===== src/rtl/hfc_pkg.sv =====
// ----------------------------------------------------------------------------
// hfc_pkg
// Shared types and constants of the height filter chain.
// ----------------------------------------------------------------------------
`default_nettype none

package hfc_pkg;

  // Sample width and largest sample value
  localparam int unsigned VAL_W   = 10;
  localparam int unsigned MAX_VAL = 1023;

  // Stream payload widths, padded to whole bytes
  localparam int unsigned IN_TDATA_W  = 16;
  localparam int unsigned OUT_TDATA_W = 32;

  // Request opcodes carried on tuser
  typedef enum logic {
    OP_FILTER = 1'b0,
    OP_PRESET = 1'b1
  } hfc_op_e;

  // Control of one ring access step
  typedef struct packed {
    logic go;       // a request enters this step
    logic preset;   // the request is a preset
  } hfc_ctl_t;

endpackage

`default_nettype wire


===== src/rtl/hfc_mavg.sv =====
// ----------------------------------------------------------------------------
// hfc_mavg
// Moving average over a ring memory with running sum and reciprocal divide.
// Read at issue, read-modify-write of the sum at update, registered
// quotient of the updated sum.
// ----------------------------------------------------------------------------
`default_nettype none

module hfc_mavg #(
  parameter int unsigned LEN = 10
) (
  input  wire logic                      clk_i,
  input  wire logic                      rst_ni,
  input  wire logic                      adv_i,
  input  wire hfc_pkg::hfc_ctl_t         issue_i,
  input  wire hfc_pkg::hfc_ctl_t         update_i,
  input  wire logic [hfc_pkg::VAL_W-1:0] value_i,
  output logic      [hfc_pkg::VAL_W-1:0] quot_o
);
  import hfc_pkg::*;

  localparam int unsigned PW = $clog2(LEN);
  localparam int unsigned CW = $clog2(LEN + 1);
  localparam int unsigned SW = $clog2(LEN * MAX_VAL + 1);
  // Exact reciprocal: floor(n / LEN) == (n * MUL) >> SK for all n below 2**SW
  localparam int unsigned SK = SW + $clog2(LEN);
  localparam int unsigned MW = SW + 2;
  localparam int unsigned QW = SK + VAL_W;
  localparam longint unsigned MulFull = ((64'd1 << SK) + LEN - 1) / LEN;
  localparam logic [MW-1:0] MUL      = MW'(MulFull);
  localparam logic [PW-1:0] LAST_PTR = PW'(LEN - 1);
  localparam logic [CW-1:0] FULL_CNT = CW'(LEN);

  logic [VAL_W-1:0] mem [LEN];

  logic [PW-1:0]    ptr_q, ptr_d;
  logic [PW-1:0]    addr_q;
  logic [VAL_W-1:0] rdata_q;
  logic [CW-1:0]    cnt_q, cnt_d;
  logic [VAL_W-1:0] pre_q, pre_d;
  logic [SW-1:0]    sum_q, sum_d;
  logic [QW-1:0]    prod_q;
  logic [VAL_W-1:0] old_val;
  logic             do_write;

  // Pointer advance on filter requests only
  always_comb begin
    ptr_d = ptr_q;
    if (issue_i.go && !issue_i.preset) begin
      ptr_d = (ptr_q == LAST_PTR) ? '0 : ptr_q + 1'b1;
    end
  end

  // Entry leaving the ring: preset value until a full lap written since preset
  assign old_val  = (cnt_q == FULL_CNT) ? rdata_q : pre_q;
  assign do_write = update_i.go && !update_i.preset;

  // Running sum, fill count and preset value
  always_comb begin
    sum_d = sum_q;
    cnt_d = cnt_q;
    pre_d = pre_q;
    if (update_i.go) begin
      if (update_i.preset) begin
        sum_d = SW'(value_i) * SW'(LEN);
        cnt_d = '0;
        pre_d = value_i;
      end else begin
        sum_d = sum_q - SW'(old_val) + SW'(value_i);
        if (cnt_q != FULL_CNT) begin
          cnt_d = cnt_q + 1'b1;
        end
      end
    end
  end

  always_ff @(posedge clk_i or negedge rst_ni) begin
    if (!rst_ni) begin
      ptr_q <= '0;
      cnt_q <= '0;
      pre_q <= '0;
      sum_q <= '0;
    end else begin
      ptr_q <= ptr_d;
      cnt_q <= cnt_d;
      pre_q <= pre_d;
      sum_q <= sum_d;
    end
  end

  // Ring memory write port
  always_ff @(posedge clk_i) begin
    if (do_write) begin
      mem[addr_q] <= value_i;
    end
  end

  // Ring memory read port, registered data
  always_ff @(posedge clk_i) begin
    if (issue_i.go) begin
      rdata_q <= mem[ptr_q];
      addr_q  <= ptr_q;
    end
  end

  // Reciprocal multiply of the updated sum, at full product width
  always_ff @(posedge clk_i) begin
    if (adv_i) begin
      prod_q <= QW'(sum_q) * QW'(MUL);
    end
  end

  assign quot_o = prod_q[QW-1:SK];

  // Checks
  a_preset_keeps_ptr: assert property (@(posedge clk_i) disable iff (!rst_ni)
    issue_i.go && issue_i.preset |=> $stable(ptr_q))
    else $error("pointer moved on preset");

  a_ptr_range: assert property (@(posedge clk_i) disable iff (!rst_ni)
    ptr_q <= LAST_PTR && cnt_q <= FULL_CNT)
    else $error("pointer or fill count out of range");

  a_fill_count: assert property (@(posedge clk_i) disable iff (!rst_ni)
    do_write && cnt_q != FULL_CNT |=> cnt_q == $past(cnt_q) + 1'b1)
    else $error("fill count did not advance");

endmodule

`default_nettype wire


===== src/rtl/height_filter_chain_core.sv =====
// ----------------------------------------------------------------------------
// height_filter_chain_core
// Short moving average, long moving average and shift IIR low-pass in chain.
// ----------------------------------------------------------------------------
// Pipeline: a request passes stages s1 to s5 and the output register to the
// master side. Throughput: one request per cycle unless the output stalls;
// six stages and the single read and write port of each ring memory set that.
// Reset: clears pointers, running sums, fill counts, preset values, the IIR
// register and all valid bits; ring memories are not swept, fill counts cover.
// ----------------------------------------------------------------------------
`default_nettype none

module height_filter_chain_core #(
  parameter int unsigned SHORT_LEN = 10,
  parameter int unsigned LONG_LEN  = 100,
  parameter int unsigned IIR_SHIFT = 4
) (
  input  wire logic                            clk_i,
  input  wire logic                            rst_ni,
  // tdata: height[9:0], zero pad
  input  wire logic [hfc_pkg::IN_TDATA_W-1:0]  s_axis_tdata_i,
  // tuser: opcode
  input  wire logic                            s_axis_tuser_i,
  input  wire logic                            s_axis_tvalid_i,
  output logic                                 s_axis_tready_o,
  // tdata: smooth_height[9:0], average_height[19:10], slow_height[29:20], pad
  output logic      [hfc_pkg::OUT_TDATA_W-1:0] m_axis_tdata_o,
  output logic                                 m_axis_tvalid_o,
  input  wire logic                            m_axis_tready_i
);
  import hfc_pkg::*;

  localparam int unsigned IW = VAL_W + IIR_SHIFT;

  logic             adv, accept;
  hfc_ctl_t         s_issue, s_update, l_issue, l_update;
  logic [VAL_W-1:0] short_quot, long_quot;

  logic             s1_v_q, s2_v_q, s3_v_q, s4_v_q, s5_v_q;
  logic             s1_op_q, s2_op_q, s3_op_q, s4_op_q, s5_op_q;
  logic [VAL_W-1:0] s1_h_q, s4_sm_q, s5_sm_q;

  logic [IW-1:0]    iir_q, iir_d;
  logic             out_v_q;
  logic [VAL_W-1:0] out_sm_q, out_av_q, out_sl_q;

  // Whole pipeline moves unless the output register is full and stalled
  assign adv             = !out_v_q || m_axis_tready_i;
  assign s_axis_tready_o = adv;
  assign accept          = s_axis_tvalid_i && adv;

  // Ring step controls
  assign s_issue.go      = accept;
  assign s_issue.preset  = (s_axis_tuser_i == OP_PRESET);
  assign s_update.go     = adv && s1_v_q;
  assign s_update.preset = (s1_op_q == OP_PRESET);
  assign l_issue.go      = adv && s2_v_q;
  assign l_issue.preset  = (s2_op_q == OP_PRESET);
  assign l_update.go     = adv && s3_v_q;
  assign l_update.preset = (s3_op_q == OP_PRESET);

  hfc_mavg #(
    .LEN (SHORT_LEN)
  ) u_short (
    .clk_i    (clk_i),
    .rst_ni   (rst_ni),
    .adv_i    (adv),
    .issue_i  (s_issue),
    .update_i (s_update),
    .value_i  (s1_h_q),
    .quot_o   (short_quot)
  );

  // A preset leaves the short quotient equal to the preset value
  hfc_mavg #(
    .LEN (LONG_LEN)
  ) u_long (
    .clk_i    (clk_i),
    .rst_ni   (rst_ni),
    .adv_i    (adv),
    .issue_i  (l_issue),
    .update_i (l_update),
    .value_i  (short_quot),
    .quot_o   (long_quot)
  );

  // Pipeline valid bits
  always_ff @(posedge clk_i or negedge rst_ni) begin
    if (!rst_ni) begin
      s1_v_q  <= 1'b0;
      s2_v_q  <= 1'b0;
      s3_v_q  <= 1'b0;
      s4_v_q  <= 1'b0;
      s5_v_q  <= 1'b0;
      out_v_q <= 1'b0;
    end else if (adv) begin
      s1_v_q  <= s_axis_tvalid_i;
      s2_v_q  <= s1_v_q;
      s3_v_q  <= s2_v_q;
      s4_v_q  <= s3_v_q;
      s5_v_q  <= s4_v_q;
      out_v_q <= s5_v_q;
    end
  end

  // Pipeline payload
  always_ff @(posedge clk_i) begin
    if (adv) begin
      s1_op_q <= s_axis_tuser_i;
      s1_h_q  <= s_axis_tdata_i[VAL_W-1:0];
      s2_op_q <= s1_op_q;
      s3_op_q <= s2_op_q;
      s4_op_q <= s3_op_q;
      s5_op_q <= s4_op_q;
      s4_sm_q <= short_quot;
      s5_sm_q <= s4_sm_q;
    end
  end

  // IIR low-pass; on preset the long quotient equals the preset value
  always_comb begin
    if (s5_op_q == OP_PRESET) begin
      iir_d = IW'(long_quot) << IIR_SHIFT;
    end else begin
      iir_d = iir_q - (iir_q >> IIR_SHIFT) + IW'(long_quot);
    end
  end

  always_ff @(posedge clk_i or negedge rst_ni) begin
    if (!rst_ni) begin
      iir_q <= '0;
    end else if (adv && s5_v_q) begin
      iir_q <= iir_d;
    end
  end

  // Output register
  always_ff @(posedge clk_i) begin
    if (adv) begin
      out_sm_q <= s5_sm_q;
      out_av_q <= long_quot;
      out_sl_q <= iir_d[IW-1:IIR_SHIFT];
    end
  end

  assign m_axis_tvalid_o = out_v_q;
  assign m_axis_tdata_o  = {(OUT_TDATA_W - 3 * VAL_W)'(0), out_sl_q, out_av_q, out_sm_q};

  // Checks
  a_out_source: assert property (@(posedge clk_i) disable iff (!rst_ni)
    $rose(out_v_q) |-> $past(s5_v_q))
    else $error("result without a request in the last stage");

  a_accept_enters: assert property (@(posedge clk_i) disable iff (!rst_ni)
    accept |=> s1_v_q)
    else $error("accepted request did not enter the pipeline");

  a_stall_holds: assert property (@(posedge clk_i) disable iff (!rst_ni)
    out_v_q && !m_axis_tready_i |=> $stable(s5_v_q) && $stable(iir_q))
    else $error("pipeline moved during a stall");

endmodule

`default_nettype wire

===== config.mk =====
export PLATFORM = sky130hd
export DESIGN_NAME = height_filter_chain_core
export DESIGN_NICKNAME = d
export VERILOG_FILES = /design/src/rtl/hfc_pkg.sv /design/src/rtl/hfc_mavg.sv /design/src/rtl/height_filter_chain_core.sv
export SDC_FILE = /design/constraint.sdc
export NUM_CORES = 2
export LEC_CHECK = 0
export BUFFER_PORTS_ARGS = -buffer_cell sky130_fd_sc_hd__buf_2
export CAP_MARGIN = 20
export CORE_ASPECT_RATIO = 0.75
export CORE_MARGIN = 10
export CORE_UTILIZATION = 30
export CTS_BUF_LIST = sky130_fd_sc_hd__clkbuf_16
export CTS_CLUSTER_DIAMETER = 200
export DETAILED_ROUTE_END_ITERATION = 6
export HOLD_SLACK_MARGIN = 0.12
export PLACE_DENSITY_LB_ADDON = 0.25
export SLEW_MARGIN = 20
export SYNTH_ARGS = -nofsm -noshare
export SYNTH_HDL_FRONTEND = slang
export SYNTH_SLANG_ARGS = --single-unit
export TNS_END_PERCENT = 1

===== constraint.sdc =====
create_clock -name clk_i -period 16.3 [get_ports clk_i]
set_input_delay 1.63 -clock clk_i [delete_from_list [all_inputs] [get_ports clk_i]]
set_output_delay 1.63 -clock clk_i [all_outputs]
set_load 0.005 [all_outputs]

* After elaboration in Yosys (flattened, before gate mapping) *
Memories as Yosys holds them, arrays and structs flattened. A register that Yosys moved wholly into a read port is not among the register bits.
Index checks and enable logic that the tools add are counted.

word-level totals
  bits in registers = 231
  RAM bits = 1100
  input bits = 21
  output and inout bits = 34
  word-level logic and storage cells = 88
  memories kept = 2

memory list
  memory       depth  bits a word  rd ports  clocked after memory_dff  wr ports  line            text
  u_long.mem   100    10           1         1                         1         hfc_mavg.sv:34  logic [VAL_W-1:0] mem [LEN];
  u_short.mem  10     10           1         1                         1         hfc_mavg.sv:34

cells by class
  $add $sub $neg = 10
  multiply operators = 4
  equal/unequal tests = 6
  muxes and demuxes = 15
  reductions and logical operators = 21

operators with widths
  cell                      count
  $mul A17 B18 Y34 const B  1
  $add A14 B10 Y14          2
  $mul A14 B15 Y28 const B  1
  $mux W14                  2
  $sub A14 B10 Y14          2
  $mux W7                   3
  $mux W10                  2
  $add A17 B10 Y17          1
  $mux W17                  1
  $sub A17 B10 Y17          1
  $mul A10 B5 Y15 const B   1
  $add A7 B1 Y7 const B     2
  $eq A7 B7 Y1 const B      2
  $mul A10 B3 Y13 const B   1
  $mux W4                   3
  $logic_and A1 B1 Y1       9
  $add A4 B1 Y4 const B     2
  $eq A4 B4 Y1 const B      2
  $reduce_and A2 Y1         4
  $ne A7 B7 Y1 const B      1
  $logic_not A1 Y1          5
  $mux W1                   4
  $ne A4 B4 Y1 const B      1
  $reduce_bool A2 Y1        2
  $logic_or A1 B1 Y1        1

* Longest topological paths before layout *
  depth in word-level cells = 6
  mapped depth = 20
  depth with buffers taken out = 20

* Hierarchy *
From an unflattened synthesis, not the netlist that was laid out.

unflattened totals
  cell total of the unflattened synthesis = 3977
  area total of the unflattened synthesis = 63345.8 µm²

modules (own cells, without submodules)
  module                    times used  cells each  area each (µm²)  sequential area each (µm²)
  hfc_mavg at u_long        1           2782        48662.9          31865.6
  hfc_mavg at u_short       1           894         10756.6          4524.3
  height_filter_chain_core  1           301         3926.3           2452.4

* Worst setup path before layout *
OpenSTA, ideal clock, no wires.

  kind = input to register
  start point = input m_axis_tready_i
  end point = memory u_short.mem[4][0], enable pin
  library setup time = 390 ps
  arrival time = 6191 ps
  required time = 15910 ps
  setup slack = 9719 ps
  cell stages on the path = 7
  buffers on the path = 1
  cells stage by stage = nor2b_1 inv_1 clkbuf_1 nand2_1 nor2_1 nand3_1 nor3_1

between the ends
  cells in the longest elaborated chain, start to end = 5

RTL lines
  element                        line                            text
  start, declared                height_filter_chain_core.sv:29  input wire logic m_axis_tready_i
  $logic_or A1 B1 Y1             height_filter_chain_core.sv:48  assign adv = !out_v_q || m_axis_tready_i;
  via s_axis_tready_o            height_filter_chain_core.sv:25  output logic s_axis_tready_o,
  $logic_and A1 B1 Y1            height_filter_chain_core.sv:55  assign s_update.go = adv && s1_v_q;
  $logic_and A1 B1 Y1            hfc_mavg.sv:56                  assign do_write = update_i.go && !update_i.preset;
  $mux W1                        hfc_mavg.sv:93                  if (do_write) begin
  $mux W1 (implied by the code)  hfc_mavg.sv:94                  mem[addr_q] <= value_i;
  end, declared                  hfc_mavg.sv:34

The timed path passes the listed nets, and every way through them passes these cells.

* Worst setup path in the final report *
  start point = register u_long.sum_q[3]
  end point = register u_long.prod_q[32] (data pin)

between the ends
  cells in the longest elaborated chain, start to end = 1

RTL lines
  element                 line             text
  start, declared         hfc_mavg.sv:41   logic [SW-1:0] sum_q, sum_d;
  start signal, assigned  hfc_mavg.sv:87   sum_q <= sum_d;
  $mul A17 B18 Y34        hfc_mavg.sv:109  prod_q <= QW'(sum_q) * QW'(MUL);
  end signal, assigned    hfc_mavg.sv:109
  end, declared           hfc_mavg.sv:42   logic [QW-1:0] prod_q;

Every way passes these cells.
A chain may end at the register's enable or synchronous reset.

==> metrics list <==
- The filler cells instantiated in the layout total 20072.
- After clock tree synthesis, the clock-pin slew on the worst setup and hold paths is 0.06 ns.
- The worst hold path was traced through 0 stages.
- Routed via count: about 33000
- The die covers between 0.2 and 0.25 mm2.
- Buffer count from post-CTS setup fixing: 0
- The mapped netlist covers 0.0629 mm2.
- DRC Markers: 0
- Worst max-slew margin expressed relative to the limit: 0.159
- 55 I/O pins were placed.
- Setup repair after global routing left no endpoint under its margin.
* Num rows: ~150
- The floorplan step set the die height to 416 um.
- The H-tree generated during clock tree synthesis spans 4 levels.
- Of the cells placed in the final design, the portion with a size suffix greater than 1 is 0.166.
* TritonCTS clock tree: built
- At the worst endpoint, the required time is 16.81 ns.
- Detailed Routing Iterations Pass 1: 5
- Fraction of post-synthesis cell area in the top cell type by area: 0.581
* Pin count of the biggest net entering global routing: between 100 and 150
- Type of element capturing the critical path: flip-flop
- Clock net sink count: about 1300
- Overflow left after global routing: 0
- Number of failing hold endpoints at the final stage: 0
* Antenna viol nets, final: 0
* Number of flops mapped to enable cells by yosys: 1216
- Core region area: 0.208 mm2
* Most frequent cells in the layout: edfxtp_1, inv_1, ha_1
- After synthesis, the share of flip-flops with an asynchronous set or reset is 0.0710.
- Commonest non-fill, non-tap cell in the layout: edfxtp_1
- Fraction of the cycle the final worst path needs: 0.397
- Number of global-route vias before repair: 33851
- The final max-slew violation count is 0.
* Starting utilization of the core area: 0.302
- The number of cells on the worst reg-to-reg path is 20.
- The worst hold path belongs to the class reg2reg.
- Counting distinct cell types in the post-synthesis netlist gives 69.
- Data arrives at the worst endpoint at 6.99 ns.
- Clock Skews: 0.0287 ns
- For this run, the total global-route usage over all layers was measured as 0.131.
* First-pass GRT wire length: 228000 um
* Upper clock frequency limit: approximately 150 MHz
- A synthesized cell averages 16.2 um2.
- Adding up every negative setup slack in the final design gives 0 ns.
- Biggest area consumer among synthesized cells: edfxtp_1
* Net count of the finished layout: roughly 4600
* Total half-perimeter wirelength after legalization and detailed placement: 99900 um
- Sorting the synthesized cells by area gives the leading types as edfxtp_1, mux4_2, ha_1, fa_1, dfrtp_1.
- Of all nets on the critical path, the largest fanout is 8.
- Max-cap check violation count: 0
- Number of buffers added on ports: 46
* Number of antenna violations at the first check in global routing: 3
* Primary flip-flop cell chosen by synthesis mapping: edfxtp_1
- For this block, the initial DRC count from the detailed router was 2662.
- Shortest clock period the worst path allows after layout: between 6 and 7 ns
- Synthesis produced a netlist whose cell count is between 3000 and 4000.
* Finish-stage setup viols: 0
- Number of warnings reported in the yosys synthesis log: 0
- Area overhead of the layout relative to synthesis: 12.9%
- Hold-fix buffer count after cts: 0
- Dividing the detail-routed via count by the number of cells gives about 4.8.
- STA classifies the critical path startpoint as a flip-flop.
- Routability-driven placement finished with a final weighted congestion of 0.790.
- Clock tree synthesis selected as its root buffer the cell clkbuf_16.
* Part of the Yosys area used for sequential elements: 0.618
- In this run, synthesis produced a sequential element count of 1309.
- Number of buffers added by the clock tree synthesis step: 133
- Registers take 0.0389 mm2.
* Per-cell routed wire length: approximately 22 um
* Result of the run: finished clean
* Post-Route WL: 151000 um
- In the final layout, the multi-input gates occupy 0.0217 mm2.
* Clock insertion delay at the later pin of the skew report: between 0.7 and 0.8 ns
* Die X: 549 um
* Kind of critical path: reg2reg
- Gates resized, CTS repair: 0
* Actual slew at the worst max-slew pin: 1.23 ns
- The clock passes through at most 3 buffers.
-- Yosys cell counts (29+ instances only) --
master,count
edfxtp_1,1216
inv_1,471
ha_1,335
mux4_2,285
fa_1,205
nor2_1,190
nand2_1,164
a21oi_1,99
o21ai_0,94
dfrtp_1,93
mux2i_1,91
clkbuf_1,71
nor3_1,43
xnor2_1,41
a211oi_1,32
buf_2,32
xor2_1,30
a21o_1,29
nand3_1,29
-- metal layers --
metal,share of wire,track usage
met1,0.51,0.206
met5,0,0
met2,0.42,0.185
met4,0.014,0.0256
met3,0.062,0.0271
-- logic make-up after synthesis --
kind of cell,share of synthesized area
DFF,0.618
buffers and inverters,0.0390
adders and majority gates,0.132
and+or+nand+nor,0.0388
muxes,0.121
AOI/OAI and AO/OA,0.0407
xor gates and xnor gates,0.0102
other,0.0000596
-- cell type report --
| type | instances | share of cell area |
|---|---|---|
| diodes | 1 | 0.0000353 |
| clock inverters | 98 | 0.0120 |
| repair buffers | 142 | 0.0138 |
| flip-flops and latches | 1309 | 0.547 |
| clock buffers | 134 | 0.0472 |
| well taps | 2793 | 0.0492 |
| multi-input cells | 1956 | 0.305 |
| inverters | 476 | 0.0252 |
-- through the flow --
stage / hold WS, ns / area (um2) / instances / setup WS (ns) / utilization
5_1_grt: 0.424 / 71000 / 6908 / 9.53 / 0.341
3_3_place_gp: 0.402 / 66700 / 6669 / 9.77 / 0.320
6_report: 0.417 / 71000 / 6909 / 9.82 / 0.341
2_1_floorplan: 0.400 / 62900 / 3878 / 9.72 / -
3_5_place_dp: 0.405 / 66700 / 6671 / 9.82 / 0.320
4_1_cts: 0.419 / 70900 / 6903 / 9.77 / 0.340
-- path summary, 6_finish.rpt --
kind | start | to | slack, ns
min in group asynchronous | rst_ni | iir_q[6]$_DFFE_PN0P_ | 0.69
max in group asynchronous | rst_ni | u_long.ptr_q[2]$_DFFE_PN0P_ | 13.97
worst min-delay path | s4_sm_q[3]$_DFFE_PN_ | s5_sm_q[3]$_DFFE_PN_ | 0.42
worst min register to register | s4_sm_q[3]$_DFFE_PN_ | s5_sm_q[3]$_DFFE_PN_ | 0.42
worst max register to register | u_long.sum_q[3]$_DFFE_PN0P_ | u_long.prod_q[32]$_DFFE_PN_ | 9.82
worst max-delay path | u_long.sum_q[3]$_DFFE_PN0P_ | u_long.prod_q[32]$_DFFE_PN_ | 9.82
-- critical path, stage by stage, from the launching register on --
cell and delay (ns):
dfrtp_1 0.53, fa_1 0.66, inv_1 0.09, fa_1 0.50
inv_1 0.05, fa_1 0.50, inv_1 0.05, fa_1 0.53
inv_1 0.05, fa_1 0.48, inv_1 0.06, fa_1 0.49
inv_1 0.05, ha_1 0.31, nand4_1 0.10, o211ai_1 0.09
a21oi_1 0.39, o211ai_1 0.34, a31oi_1 0.58, o21ai_0 0.22
xnor2_1 0.16
-- sequential cells by signal, summed over array words and instances, names as in the netlist, 14 cells and up --
signal and flops:
u_short.mem 100, u_long.mem 1000, u_short.sum_q 14, iir_q 14
u_long.sum_q 17
Power is left out: the tool's default activity adds up to more than one toggle a clock period on the data nets, which glitch-free logic cannot reach.
